**src/design/lcg_range_draw_diameter_unit_macros.svh**
```systemverilog
// ----------------------------------------------------------------------------
// Assertion macros for the LCG range draw diameter unit
// Concurrent checks that compile away when SYNTHESIS is defined.
// ----------------------------------------------------------------------------
`ifndef LCG_RANGE_DRAW_DIAMETER_UNIT_MACROS_SVH
`define LCG_RANGE_DRAW_DIAMETER_UNIT_MACROS_SVH

`ifndef SYNTHESIS

// cons must hold in the same cycle as ante
`define LRD_ASSERT_HOLDS(label, clk, rst_n, ante, cons) \
    label: assert property (@(posedge clk) disable iff (!rst_n) (ante) |-> (cons)) \
        else $error("lcg range draw check failed");

// cons must hold in the cycle after ante
`define LRD_ASSERT_NEXT(label, clk, rst_n, ante, cons) \
    label: assert property (@(posedge clk) disable iff (!rst_n) (ante) |=> (cons)) \
        else $error("lcg range draw check failed");

`else

`define LRD_ASSERT_HOLDS(label, clk, rst_n, ante, cons)
`define LRD_ASSERT_NEXT(label, clk, rst_n, ante, cons)

`endif

`endif

```
**src/design/lcgrd_pkg.sv**
```systemverilog
// ----------------------------------------------------------------------------
// LCG range draw package
// Widths, register indexes, reset values and sequencer states.
// ----------------------------------------------------------------------------
`default_nettype none

package lcgrd_pkg;

    localparam int GEN_W     = 31;  // generator value
    localparam int MOD_W     = 32;  // modulus
    localparam int RANGE_W   = 16;  // draw range and counters
    localparam int PROD_W    = 2 * GEN_W;
    localparam int DIVD_W    = PROD_W + 1;  // a*r + c
    localparam int SCALE_W   = GEN_W + RANGE_W;  // r * n
    localparam int STEP_W    = 6;
    localparam int CFG_IDX_W = 3;
    localparam int CFG_DAT_W = 32;
    localparam int TDATA_W   = 64;

    localparam logic [STEP_W-1:0] MOD_STEPS   = STEP_W'(DIVD_W);
    localparam logic [STEP_W-1:0] SCALE_STEPS = STEP_W'(SCALE_W);

    localparam logic [MOD_W-1:0] MOD_CAP = 32'h8000_0000;

    localparam logic [GEN_W-1:0]   RST_MULTIPLIER = 31'd1103515245;
    localparam logic [GEN_W-1:0]   RST_INCREMENT  = 31'd12345;
    localparam logic [MOD_W-1:0]   RST_MODULUS    = 32'h8000_0000;
    localparam logic [GEN_W-1:0]   RST_SEED       = 31'd1;
    localparam logic [RANGE_W-1:0] RST_RANGE_TOP  = 16'd6;
    localparam logic [RANGE_W-1:0] RST_DRAWS      = 16'd1;
    localparam logic [RANGE_W-1:0] RST_SEQUENCES  = 16'd1;

    localparam logic [CFG_IDX_W-1:0] REG_MULTIPLIER     = 3'd0;
    localparam logic [CFG_IDX_W-1:0] REG_INCREMENT      = 3'd1;
    localparam logic [CFG_IDX_W-1:0] REG_MODULUS        = 3'd2;
    localparam logic [CFG_IDX_W-1:0] REG_SEED           = 3'd3;
    localparam logic [CFG_IDX_W-1:0] REG_RANGE_TOP      = 3'd4;
    localparam logic [CFG_IDX_W-1:0] REG_DRAWS_PER_SEQ  = 3'd5;
    localparam logic [CFG_IDX_W-1:0] REG_SEQUENCE_TOTAL = 3'd6;

    typedef enum logic [2:0] {
        ST_IDLE,
        ST_MUL_GEN,
        ST_LOAD_MOD,
        ST_DIV_MOD,
        ST_MUL_SCALE,
        ST_LOAD_SCALE,
        ST_DIV_SCALE,
        ST_FINISH
    } t_state;

endpackage

`default_nettype wire

```
**src/design/lcg_range_draw_diameter_unit.sv**
```systemverilog
// ----------------------------------------------------------------------------
// LCG range draw diameter unit
// Linear congruential generator scaled to 1..n, with per-sequence diameter.
// ----------------------------------------------------------------------------
//  channel   direction  handshake                     payload
//  s_axis    in         s_axis_tvalid/s_axis_tready   tdata[0] reseed
//  m_axis    out        m_axis_tvalid/m_axis_tready   tdata, tlast, tuser
//  cfg       in         i_cfg_valid/o_cfg_ready       i_cfg_index, i_cfg_data
//
//  A request passes from accept to result through one shared 31x31
//  multiplier and one restoring divider, one bit per cycle, which runs 63
//  steps for the modulus and 47 steps for the range scaling.
//  s_axis_tready is high only when the sequencer is idle; the result sits in
//  an output register, so a new request may start while it waits.
//  Reset (synchronous, active low) loads default registers and the seed.
//  Configuration writes are always taken.
// ----------------------------------------------------------------------------
`default_nettype none
`include "lcg_range_draw_diameter_unit_macros.svh"

module lcg_range_draw_diameter_unit (
    input  wire logic                                i_clk,
    input  wire logic                                i_rst_n,
    input  wire logic                                s_axis_tvalid,
    output logic                                     s_axis_tready,
    input  wire logic [7:0]                          s_axis_tdata,  // [0] reseed
    output logic                                     m_axis_tvalid,
    input  wire logic                                m_axis_tready,
    // [15:0] drawn_value, [46:16] raw_value, [62:47] diameter, [63] zero
    output logic [lcgrd_pkg::TDATA_W-1:0]            m_axis_tdata,
    output logic                                     m_axis_tlast,  // last_in_sequence
    output logic                                     m_axis_tuser,  // [0] last_of_batch
    input  wire logic                                i_cfg_valid,
    output logic                                     o_cfg_ready,
    input  wire logic [lcgrd_pkg::CFG_IDX_W-1:0]     i_cfg_index,
    input  wire logic [lcgrd_pkg::CFG_DAT_W-1:0]     i_cfg_data
);

    localparam int GEN_W   = lcgrd_pkg::GEN_W;
    localparam int MOD_W   = lcgrd_pkg::MOD_W;
    localparam int RANGE_W = lcgrd_pkg::RANGE_W;
    localparam int PROD_W  = lcgrd_pkg::PROD_W;
    localparam int DIVD_W  = lcgrd_pkg::DIVD_W;
    localparam int SCALE_W = lcgrd_pkg::SCALE_W;
    localparam int STEP_W  = lcgrd_pkg::STEP_W;

    // configuration registers
    logic [GEN_W-1:0]   r_mult;
    logic [GEN_W-1:0]   r_incr;
    logic [MOD_W-1:0]   r_mod;
    logic [GEN_W-1:0]   r_seed;
    logic [RANGE_W-1:0] r_range;
    logic [RANGE_W-1:0] r_draws;
    logic [RANGE_W-1:0] r_seqs;

    // sequencer and datapath
    lcgrd_pkg::t_state r_state, n_state;
    logic [GEN_W-1:0]   r_gen, n_gen;
    logic [PROD_W-1:0]  r_prod, n_prod;
    logic [DIVD_W-1:0]  r_div, n_div;
    logic [GEN_W-1:0]   r_rem, n_rem;
    logic [STEP_W-1:0]  r_step, n_step;
    logic [RANGE_W-1:0] r_draw_idx, n_draw_idx;
    logic [RANGE_W-1:0] r_seq_idx, n_seq_idx;
    logic [RANGE_W-1:0] r_min, n_min;
    logic [RANGE_W-1:0] r_max, n_max;

    // output register
    logic                         r_out_valid, n_out_valid;
    logic [lcgrd_pkg::TDATA_W-1:0] r_out_data, n_out_data;
    logic                         r_out_last, n_out_last;
    logic                         r_out_user, n_out_user;

    // effective configuration
    logic [MOD_W-1:0]   w_mod_eff;
    logic [RANGE_W-1:0] w_range_eff;
    logic [RANGE_W-1:0] w_draws_eff;
    logic [RANGE_W-1:0] w_seqs_eff;

    // shared multiplier
    logic [GEN_W-1:0]  w_mul_a;
    logic [PROD_W-1:0] w_mul_p;

    // shared divider step
    logic [MOD_W-1:0]  w_trial;
    logic              w_fit;
    logic [MOD_W-1:0]  w_diff;
    logic [GEN_W-1:0]  w_rem_step;

    // finish stage
    logic [RANGE_W-1:0] w_draw;
    logic [RANGE_W-1:0] w_min_base;
    logic [RANGE_W-1:0] w_max_base;
    logic [RANGE_W-1:0] w_min_upd;
    logic [RANGE_W-1:0] w_max_upd;
    logic [RANGE_W-1:0] w_diam;
    logic               w_end_seq;
    logic               w_end_batch;

    assign w_mod_eff   = (r_mod == '0 || r_mod > lcgrd_pkg::MOD_CAP) ? lcgrd_pkg::MOD_CAP
                                                                    : r_mod;
    assign w_range_eff = (r_range == '0) ? RANGE_W'(1) : r_range;
    assign w_draws_eff = (r_draws == '0) ? RANGE_W'(1) : r_draws;
    assign w_seqs_eff  = (r_seqs == '0) ? RANGE_W'(1) : r_seqs;

    assign w_mul_a = (r_state == lcgrd_pkg::ST_MUL_SCALE)
                   ? {{(GEN_W-RANGE_W){1'b0}}, w_range_eff} : r_mult;
    assign w_mul_p = w_mul_a * r_gen;

    // one restoring step: shift in the next dividend bit, subtract if it fits
    assign w_trial    = {r_rem, r_div[DIVD_W-1]};
    assign w_fit      = (w_trial >= w_mod_eff);
    assign w_diff     = w_trial - w_mod_eff;
    assign w_rem_step = w_fit ? w_diff[GEN_W-1:0] : w_trial[GEN_W-1:0];

    // quotient is below n, so its low bits hold it whole
    assign w_draw     = r_div[RANGE_W-1:0] + RANGE_W'(1);
    assign w_min_base = (r_draw_idx == '0) ? w_range_eff : r_min;
    assign w_max_base = (r_draw_idx == '0) ? RANGE_W'(1) : r_max;
    assign w_min_upd  = (w_draw < w_min_base) ? w_draw : w_min_base;
    assign w_max_upd  = (w_draw > w_max_base) ? w_draw : w_max_base;
    assign w_diam     = w_max_upd - w_min_upd + RANGE_W'(1);
    assign w_end_seq  = ({1'b0, r_draw_idx} + (RANGE_W+1)'(1)) >= {1'b0, w_draws_eff};
    assign w_end_batch = w_end_seq
                       && (({1'b0, r_seq_idx} + (RANGE_W+1)'(1)) >= {1'b0, w_seqs_eff});

    assign s_axis_tready = (r_state == lcgrd_pkg::ST_IDLE);
    assign o_cfg_ready   = 1'b1;
    assign m_axis_tvalid = r_out_valid;
    assign m_axis_tdata  = r_out_data;
    assign m_axis_tlast  = r_out_last;
    assign m_axis_tuser  = r_out_user;

    always_ff @(posedge i_clk) begin
        if (!i_rst_n) begin
            r_mult  <= lcgrd_pkg::RST_MULTIPLIER;
            r_incr  <= lcgrd_pkg::RST_INCREMENT;
            r_mod   <= lcgrd_pkg::RST_MODULUS;
            r_seed  <= lcgrd_pkg::RST_SEED;
            r_range <= lcgrd_pkg::RST_RANGE_TOP;
            r_draws <= lcgrd_pkg::RST_DRAWS;
            r_seqs  <= lcgrd_pkg::RST_SEQUENCES;
        end else if (i_cfg_valid) begin
            case (i_cfg_index)
                lcgrd_pkg::REG_MULTIPLIER:     r_mult  <= i_cfg_data[GEN_W-1:0];
                lcgrd_pkg::REG_INCREMENT:      r_incr  <= i_cfg_data[GEN_W-1:0];
                lcgrd_pkg::REG_MODULUS:        r_mod   <= i_cfg_data[MOD_W-1:0];
                lcgrd_pkg::REG_SEED:           r_seed  <= i_cfg_data[GEN_W-1:0];
                lcgrd_pkg::REG_RANGE_TOP:      r_range <= i_cfg_data[RANGE_W-1:0];
                lcgrd_pkg::REG_DRAWS_PER_SEQ:  r_draws <= i_cfg_data[RANGE_W-1:0];
                lcgrd_pkg::REG_SEQUENCE_TOTAL: r_seqs  <= i_cfg_data[RANGE_W-1:0];
                default: begin
                end
            endcase
        end
    end

    always_ff @(posedge i_clk) begin
        if (!i_rst_n) begin
            r_state     <= lcgrd_pkg::ST_IDLE;
            r_gen       <= lcgrd_pkg::RST_SEED;
            r_draw_idx  <= '0;
            r_seq_idx   <= '0;
            r_min       <= lcgrd_pkg::RST_RANGE_TOP;
            r_max       <= RANGE_W'(1);
            r_step      <= '0;
            r_out_valid <= 1'b0;
        end else begin
            r_state     <= n_state;
            r_gen       <= n_gen;
            r_draw_idx  <= n_draw_idx;
            r_seq_idx   <= n_seq_idx;
            r_min       <= n_min;
            r_max       <= n_max;
            r_step      <= n_step;
            r_out_valid <= n_out_valid;
        end
    end

    always_ff @(posedge i_clk) begin
        r_prod     <= n_prod;
        r_div      <= n_div;
        r_rem      <= n_rem;
        r_out_data <= n_out_data;
        r_out_last <= n_out_last;
        r_out_user <= n_out_user;
    end

    always_comb begin
        n_state     = r_state;
        n_gen       = r_gen;
        n_prod      = r_prod;
        n_div       = r_div;
        n_rem       = r_rem;
        n_step      = r_step;
        n_draw_idx  = r_draw_idx;
        n_seq_idx   = r_seq_idx;
        n_min       = r_min;
        n_max       = r_max;
        n_out_valid = r_out_valid;
        n_out_data  = r_out_data;
        n_out_last  = r_out_last;
        n_out_user  = r_out_user;

        if (r_out_valid && m_axis_tready) begin
            n_out_valid = 1'b0;
        end

        unique case (r_state)
            lcgrd_pkg::ST_IDLE: begin
                if (s_axis_tvalid) begin
                    if (s_axis_tdata[0]) begin
                        n_gen      = r_seed;
                        n_draw_idx = '0;
                        n_seq_idx  = '0;
                        n_min      = r_range;
                        n_max      = RANGE_W'(1);
                    end
                    n_state = lcgrd_pkg::ST_MUL_GEN;
                end
            end
            lcgrd_pkg::ST_MUL_GEN: begin
                n_prod  = w_mul_p;
                n_state = lcgrd_pkg::ST_LOAD_MOD;
            end
            lcgrd_pkg::ST_LOAD_MOD: begin
                n_div   = {1'b0, r_prod} + {{(DIVD_W-GEN_W){1'b0}}, r_incr};
                n_rem   = '0;
                n_step  = lcgrd_pkg::MOD_STEPS;
                n_state = lcgrd_pkg::ST_DIV_MOD;
            end
            lcgrd_pkg::ST_DIV_MOD: begin
                n_div  = {r_div[DIVD_W-2:0], w_fit};
                n_rem  = w_rem_step;
                n_step = r_step - STEP_W'(1);
                if (r_step == STEP_W'(1)) begin
                    // remainder is the new generator value
                    n_gen   = w_rem_step;
                    n_state = lcgrd_pkg::ST_MUL_SCALE;
                end
            end
            lcgrd_pkg::ST_MUL_SCALE: begin
                n_prod  = w_mul_p;
                n_state = lcgrd_pkg::ST_LOAD_SCALE;
            end
            lcgrd_pkg::ST_LOAD_SCALE: begin
                // left-align r*n so only its bits pass through the divider
                n_div   = {r_prod[SCALE_W-1:0], {(DIVD_W-SCALE_W){1'b0}}};
                n_rem   = '0;
                n_step  = lcgrd_pkg::SCALE_STEPS;
                n_state = lcgrd_pkg::ST_DIV_SCALE;
            end
            lcgrd_pkg::ST_DIV_SCALE: begin
                n_div  = {r_div[DIVD_W-2:0], w_fit};
                n_rem  = w_rem_step;
                n_step = r_step - STEP_W'(1);
                if (r_step == STEP_W'(1)) begin
                    n_state = lcgrd_pkg::ST_FINISH;
                end
            end
            lcgrd_pkg::ST_FINISH: begin
                // hold until the output register is free
                if (!r_out_valid || m_axis_tready) begin
                    n_out_valid = 1'b1;
                    n_out_data  = {1'b0, w_diam, r_gen, w_draw};
                    n_out_last  = w_end_seq;
                    n_out_user  = w_end_batch;
                    n_min       = w_min_upd;
                    n_max       = w_max_upd;
                    if (w_end_seq) begin
                        n_draw_idx = '0;
                        n_seq_idx  = w_end_batch ? '0 : r_seq_idx + RANGE_W'(1);
                    end else begin
                        n_draw_idx = r_draw_idx + RANGE_W'(1);
                    end
                    n_state = lcgrd_pkg::ST_IDLE;
                end
            end
        endcase
    end

    `LRD_ASSERT_HOLDS(a_div_step_live, i_clk, i_rst_n, (r_state == lcgrd_pkg::ST_DIV_MOD || r_state == lcgrd_pkg::ST_DIV_SCALE), (r_step != '0))
    `LRD_ASSERT_HOLDS(a_rem_below_mod, i_clk, i_rst_n, (r_state == lcgrd_pkg::ST_DIV_MOD || r_state == lcgrd_pkg::ST_DIV_SCALE), ({1'b0, r_rem} < w_mod_eff))
    `LRD_ASSERT_NEXT(a_accept_starts, i_clk, i_rst_n, (s_axis_tvalid && s_axis_tready), (r_state == lcgrd_pkg::ST_MUL_GEN))
    `LRD_ASSERT_NEXT(a_finish_emits, i_clk, i_rst_n, (r_state == lcgrd_pkg::ST_FINISH && (!r_out_valid || m_axis_tready)), (m_axis_tvalid && r_state == lcgrd_pkg::ST_IDLE))
    `LRD_ASSERT_HOLDS(a_result_nonzero, i_clk, i_rst_n, m_axis_tvalid, (m_axis_tdata[15:0] != '0 && m_axis_tdata[62:47] != '0))

endmodule

`default_nettype wire

```
**config.mk**
```make
export PLATFORM = sky130hd
export DESIGN_NAME = lcg_range_draw_diameter_unit
export DESIGN_NICKNAME = d
export VERILOG_FILES = /design/src/design/lcgrd_pkg.sv /design/src/design/lcg_range_draw_diameter_unit.sv
export VERILOG_INCLUDE_DIRS = /design/src /design/src/design
export SDC_FILE = /design/constraint.sdc
export NUM_CORES = 2
export LEC_CHECK = 0
export BUFFER_PORTS_ARGS = -buffer_cell sky130_fd_sc_hd__buf_2
export CELL_PAD_IN_SITES_DETAIL_PLACEMENT = 0
export CELL_PAD_IN_SITES_GLOBAL_PLACEMENT = 1
export CORE_MARGIN = 1
export CORE_UTILIZATION = 48
export CTS_CLUSTER_SIZE = 24
export DETAILED_ROUTE_END_ITERATION = 10
export PLACE_DENSITY = 0.76
export SYNTH_ARGS = -nofsm -noshare
export SYNTH_HDL_FRONTEND = slang
export SYNTH_SLANG_ARGS = --single-unit
export TNS_END_PERCENT = 10
```
**constraint.sdc**
```tcl
create_clock -name i_clk -period 9.5 [get_ports i_clk]
set_input_delay 1.9 -clock i_clk [delete_from_list [all_inputs] [get_ports i_clk]]
set_output_delay 1.9 -clock i_clk [all_outputs]
set_load 0.05 [all_outputs]
```
**Word level (Yosys, flattened, before mapping)**

Index checks and enable logic that the tools add are counted.

- Flip-flop bits (word level): 499
- Latch bits: 0
- Bits in writable memories: 0
- Bits in read-only memories: 0
- Input port bits: 48
- Logic and storage cells: 131
- Memories kept: 0

- Add/sub/neg operators: 10
- Multiply operators: 1
- Divide/modulo/power cells: 0
- Magnitude comparators: 6
- Equal/unequal tests: 20
- Shift operators: 0
- Muxes and demuxes: 42
- Bitwise logic cells: 0
- Reduce and logical (&&, ||, !) cells: 31

Operators by type and width:

| kind | count |
|---|---|
| $mux W16 | 20 |
| $pmux W63 S3 | 1 |
| $mux W31 | 5 |
| $pmux W16 S2 | 4 |
| $pmux W31 S2 | 2 |
| $add A16 B1 Y16 const B | 4 |
| $logic_not A16 Y1 | 4 |
| $add A62 B31 Y63 | 1 |
| $mul A31 B31 Y62 | 1 |
| $add A16 B1 Y17 const B | 2 |
| $ge A17 B16 Y1 | 2 |
| $ge A32 B32 Y1 | 1 |
| $gt A32 B32 Y1 const B | 1 |
| $logic_not A32 Y1 | 1 |
| $mux W32 | 1 |
| $sub A31 B31 Y31 | 1 |
| $pmux W3 S8 | 1 |
| $eq A3 B3 Y1 const B | 7 |
| $pmux W6 S3 | 1 |
| $gt A16 B16 Y1 | 1 |
| $lt A16 B16 Y1 | 1 |
| $reduce_and A2 Y1 | 8 |
| $sub A16 B16 Y16 | 1 |
| $eq A3 B2 Y1 const B | 4 |
| 16 further kinds | 35 |

**Longest topological paths before layout**

- Depth in word-level cells: 8
- Gate-level depth with buffers: 34
- Gate-level depth less buffers: 31

**Least setup slack after synthesis**

OpenSTA, ideal clock, no wires.

- Path kind: flip-flop to flip-flop
- Start: register r_state[1]
- End: register r_prod[60], data pin
- Setup time: 258 ps
- Data arrival time: 8424 ps
- Data required time: 9242 ps
- Setup slack: 818 ps
- Cell stages (with the launch flop): 32
- Buffers on the path: 3
- Clock period less this slack: 8682 ps
- Cell sequence: dfxtp_1 > clkbuf_1 > nor3b_1 > clkbuf_1 > mux2_2 > clkbuf_1 > and2_1 > fa_1 > fa_1 > fa_1 > inv_1 > fa_1 > inv_1 > fa_1 > inv_1 > fa_1 > inv_1 > fa_1 > inv_1 > fa_1 > inv_1 > ha_1 > a21o_1 > o21bai_1 > a21oi_1 > o21ai_0 > o2111a_1 > o32ai_4 > o21ai_2 > o22a_1 > a221o_1 > xor2_1

- Longest elaborated chain between the ends: 3

Ends and longest elaborated chain:

| what | RTL line | source |
|---|---|---|
| start: declaration | lcg_range_draw_diameter_unit.sv:57 | `lcgrd_pkg::t_state r_state, n_state;` |
| start signal: assignment | lcg_range_draw_diameter_unit.sv:160 | `r_state <= lcgrd_pkg::ST_IDLE;` |
| start signal: assignment | lcg_range_draw_diameter_unit.sv:169 | `r_state <= n_state;` |
| $eq A3 B3 Y1 | lcg_range_draw_diameter_unit.sv:106 | `assign w_mul_a = (r_state == lcgrd_pkg::ST_MUL_SCALE)` |
| $mux W31 | lcg_range_draw_diameter_unit.sv:107 | `? {{(GEN_W-RANGE_W){1'b0}}, w_range_eff} : r_mult;` |
| $mul A31 B31 Y62 | lcg_range_draw_diameter_unit.sv:108 | `assign w_mul_p = w_mul_a * r_gen;` |
| via w_mul_p[60] | lcg_range_draw_diameter_unit.sv:82 | `logic [PROD_W-1:0] w_mul_p;` |
| end signal: assignment | lcg_range_draw_diameter_unit.sv:181 | `r_prod <= n_prod;` |
| end: declaration | lcg_range_draw_diameter_unit.sv:59 | `logic [PROD_W-1:0] r_prod, n_prod;` |

The timed path passes the listed nets, and every way through them passes these cells.
A chain may end at the register's enable or synchronous reset.

**Worst setup path after layout**

- Start: register r_state[2]
- End: register r_prod[60], data pin

Same word-level chain as after synthesis.

==> results by stage <==
Status:
- The flow ran to the end, and the final reports show no timing, DRC or antenna violations.

Cells and area:
- Summing all flip-flop and latch instances after layout gives 12200 sq um.
- Of the cells placed in the final design, the portion with a size suffix greater than 1 is 6.73%.
- The net count reported at finish is 7644.
- The layout has 11300 filler cells.
- The area occupied by multi-input gates is 40900 sq um.
- The area growth from synthesis to layout is 7.36%.

Timing:
- The highest clock frequency the design can meet is 110 MHz.
- The final period demand of the worst path is 9.12 ns.
- The transition time of the tightest slew-check pin is 1.18 ns.
- The final count of pins violating max slew is 0.
- The number of hold violations in the final report came to 0.
- The share of the clock period used by the worst path after layout is 96.0%.
- The worst pin sits at a relative slew slack of 21.1%.
- Setup repair after global routing left no endpoint under its margin.
- The final setup violation count is 0.
- Setup total negative slack on the finished layout was measured at 0 ns.
- The final setup skew is 0.0725 ns.
- After layout, the worst setup slack is 0.380 ns.

Synth:
- The total number of yosys warnings is 0.
- Yosys instantiated no cell more often than sky130_fd_sc_hd__nand2_1.
- The most used flip-flop cell after synthesis is sky130_fd_sc_hd__dfxtp_1.
- By area the synthesized netlist is led by sky130_fd_sc_hd__fa_1 (29%), sky130_fd_sc_hd__edfxtp_1 (11%), sky130_fd_sc_hd__dfxtp_1 (9.6%).
- Of all cell types, the one taking the most synthesized area is sky130_fd_sc_hd__fa_1.
- The post-synthesis area per instance is 9.06 sq um.
- The number of flops mapped to enable cells by yosys is 221.
- Counting instances in the post-synthesis netlist gives the leading cell types as sky130_fd_sc_hd__nand2_1 (1112), sky130_fd_sc_hd__inv_1 (944), sky130_fd_sc_hd__fa_1 (840).
- The share of the synthesized area in the top cell type is 29.0%.
- The post-synth net total is 7698.
- The share of the yosys chip area belonging to registers is 21.1%.
- In the synthesized netlist the async set-or-reset flop fraction comes to 0%.
- Counting distinct cell types in the post-synthesis netlist gives 88.
- After technology mapping, the gate count stands at 6394.
- In this run, synthesis produced a sequential element count of 499.
- The summed instance area of the synthesized netlist is 57900 sq um.

Worst setup path:
- The worst path required time is 9.92 ns.
- The worst setup path is of the flop to flop kind.
- The kind of capture point of the worst setup path is a flop.
- The worst setup path is launched from a flop.
- Of all nets on the critical path, the largest fanout is 32.
- For the worst setup path, the data arrival time is 9.54 ns.

Floorplanning:
- The floorplan step defined a core boundary enclosing 120000 sq um.
- The floorplan step defined a die boundary enclosing 122000 sq um.
- The die is 349 microns wide.
- The initialized floorplan defines 127 standard-cell rows.
- Once the floorplan was initialized, standard cells occupied 48.3% of the core.
- The die height is 349 microns.
- 117 I/O pins were placed.

GRT:
- The number of global-route vias before repair is 45400.
- The first-pass GRT wire length is 259000 microns.
- The number of antenna violations at the first check in global routing is 6.
- Global routing used 27.1% of the available tracks across all layers.
- After global routing the overflow that remains totals 0.
- The pin count of the biggest net entering global routing is 206.

Clock tree:
- The clock latency reported for the late side of the worst-skew pair is 0.66 ns.
- TritonCTS built the clock tree.
- The number of clock sinks is 499.
- The worst-case clock buffer depth is 3.
- The number of setup buffers added after CTS is 0.
- The number of buffers created by CTS is 54.
- The clock tree synthesis step divided the H-tree into 2 levels.
- The cell chosen for the clock root is sky130_fd_sc_hd__clkbuf_16.
- After clock tree synthesis, the clock-pin slew on the worst setup and hold paths is 0.06 ns.

Routing:
- The count of nets left with antenna violations once routing finished came out at 0.
- The number of design rule violations left after detail routing is 0.
- The number of detailed-route iterations in the first pass is 6.
- The total number of vias is 43700.
- After the first detailed-routing iteration, the DRC count stood at 2601.
- The via-per-instance ratio is 5.46.
- After detailed routing, the total wire length is 162000 microns.
- The post-detailed-route wirelength per cell is 20.2 microns.

Placed design:
- The total of buffers placed on input and output ports is 107.
- The half-perimeter wire length after placement is 125000 microns.
- The pre-CTS worst setup slack is 0.295 ns.
- Routability-driven placement finished with a final weighted congestion of 0.919.

Flow run:
- Max-cap violations in this run came to 0.

Worst hold path:
- The worst hold path belongs to the class flop to flop.

Power and ir drop:
- The leakage power figure is 0.0285 uW.
- The maximum vdd ir drop is 0.161 mV.
- The cell area power density is 127 nW/um^2.
==> state kept, by name, summed over array words and instances (netlist names) <==
signal         flops
m_axis_tvalid      1
r_mod             32
r_draws           16
r_draw_idx        16
r_mult            31
m_axis_tuser       1
r_range           16
r_max             16
r_min             16
r_seed            31
r_gen             31
r_seqs            16
m_axis_tdata      63
r_div             63
r_step             6
r_seq_idx         16
r_state            3
r_incr            31
r_rem             31
r_prod            62
m_axis_tlast       1
==> kinds of logic (layout without fill, tap and decap cells) <==
family / count (synthesis) / in the layout / share of synthesized area [%]
AOI/OAI and AO/OA: 961 / 961 / 11.2
other: 2 / 4 / 0.0130
muxes: 48 / 48 / 0.873
DFF: 499 / 499 / 21.1
buffers and inverters: 1305 / 1297 / 8.51
and+or+nand+nor: 2133 / 2133 / 17.4
adders and majority gates: 1257 / 1257 / 38.0
xor gates and xnor gates: 189 / 189 / 2.86
==> path summary, 6_finish.rpt <==
check        startpoint          to  slack [ns]  cells after the start
min           r_mult[4]   r_mult[4]        0.46                      2
max          r_state[2]  r_prod[60]        0.38                     26
max reg2reg  r_state[2]  r_prod[60]        0.38                     26
min reg2reg   r_mult[4]   r_mult[4]        0.46                      2
==> layout by cell type (no fill, tap or decap), drive strengths merged, types with 11 or more instances in the layout <==
cell	netlist	final
o31ai	11	11
xor2	71	71
buf	18	251
inv	944	946
mux2i	28	28
clkbuf	343	86
nor2b	72	72
or3	11	11
o21a	21	21
o21ai	193	193
a22o	11	11
and3	46	46
a221oi	11	11
nor3	42	42
xnor2	118	118
nand3	117	117
o2111ai	14	14
mux2	20	20
a32oi	16	16
nor4	22	22
ha	416	416
nand2b	36	36
fa	840	840
a21oi	171	171
and2	420	420
edfxtp	221	221
a31o	15	15
a21o	119	119
a21boi	152	152
dfxtp	278	278
a22oi	64	64
a31oi	18	18
nor2	158	158
nand4	60	60
o211ai	35	35
a211oi	31	31
nand2	1112	1112
o21bai	23	23
==> timing repair <==
item	4_1_cts	5_1_grt
hold buffers	0	0
resized for setup	0	1
setup endpoints to repair	0	3
==> worst max-delay path, cell delays in order (launching register included) <==
cell and delay [ns]:
sky130_fd_sc_hd__dfxtp_1 0.33, sky130_fd_sc_hd__nor3b_2 0.23, sky130_fd_sc_hd__buf_12 0.29, sky130_fd_sc_hd__mux2_2 0.63
sky130_fd_sc_hd__buf_4 0.36, sky130_fd_sc_hd__nand2_1 0.11, sky130_fd_sc_hd__fa_1 0.57, sky130_fd_sc_hd__inv_1 0.05
sky130_fd_sc_hd__fa_1 0.48, sky130_fd_sc_hd__fa_1 0.58, sky130_fd_sc_hd__fa_1 0.44, sky130_fd_sc_hd__fa_1 0.52
sky130_fd_sc_hd__fa_1 0.43, sky130_fd_sc_hd__fa_1 0.49, sky130_fd_sc_hd__inv_1 0.05, sky130_fd_sc_hd__fa_1 0.51
sky130_fd_sc_hd__inv_1 0.05, sky130_fd_sc_hd__ha_1 0.37, sky130_fd_sc_hd__and4_1 0.26, sky130_fd_sc_hd__a221oi_1 0.43
sky130_fd_sc_hd__nor2b_1 0.12, sky130_fd_sc_hd__o22a_1 0.25, sky130_fd_sc_hd__o32ai_4 0.41, sky130_fd_sc_hd__o21ai_2 0.14
sky130_fd_sc_hd__o22a_1 0.24, sky130_fd_sc_hd__a221o_1 0.36, sky130_fd_sc_hd__xor2_1 0.15
==> per-layer routing <==
metal	global-route usage, %	share of wire, %
met5	0	0
met4	8.87	3.4
met3	2.29	4.1
met2	47.7	50
met1	35.2	43
==> power by group <==
part	internal, uW	leakage (uW)	switching (uW)
combinational	1240	0.0234	1910
clock	1210	0.000864	927
sequential	2480	0.00427	140
==> per-stage QoR <==
| step | instances | power [uW] | hold slack [ns] | instance area (sq um) | util, % |
|---|---|---|---|---|---|
| 2_1_floorplan | 6394 | 4870 | 0.432 | 57900 | - |
| 3_3_place_gp | 7896 | 5780 | 0.444 | 60400 | 50.4 |
| 3_5_place_dp | 7896 | 5800 | 0.452 | 60400 | 50.4 |
| 4_1_cts | 7998 | 7970 | 0.465 | 62200 | 51.9 |
| 5_1_grt | 7998 | 8430 | 0.484 | 62200 | 51.9 |
| 6_report | 8000 | 7910 | 0.462 | 62200 | 51.9 |
==> layout make-up <==
type / instances / area share (%)
clock buffers: 86 / 2.61
repair buffers: 251 / 2.69
clock inverters: 16 / 0.276
multi-input cells: 4590 / 65.8
inverters: 944 / 5.70
well taps: 1612 / 3.24
diodes: 2 / 0.00805
flip-flops and latches: 499 / 19.6
Power figures use the tool's default switching activity.
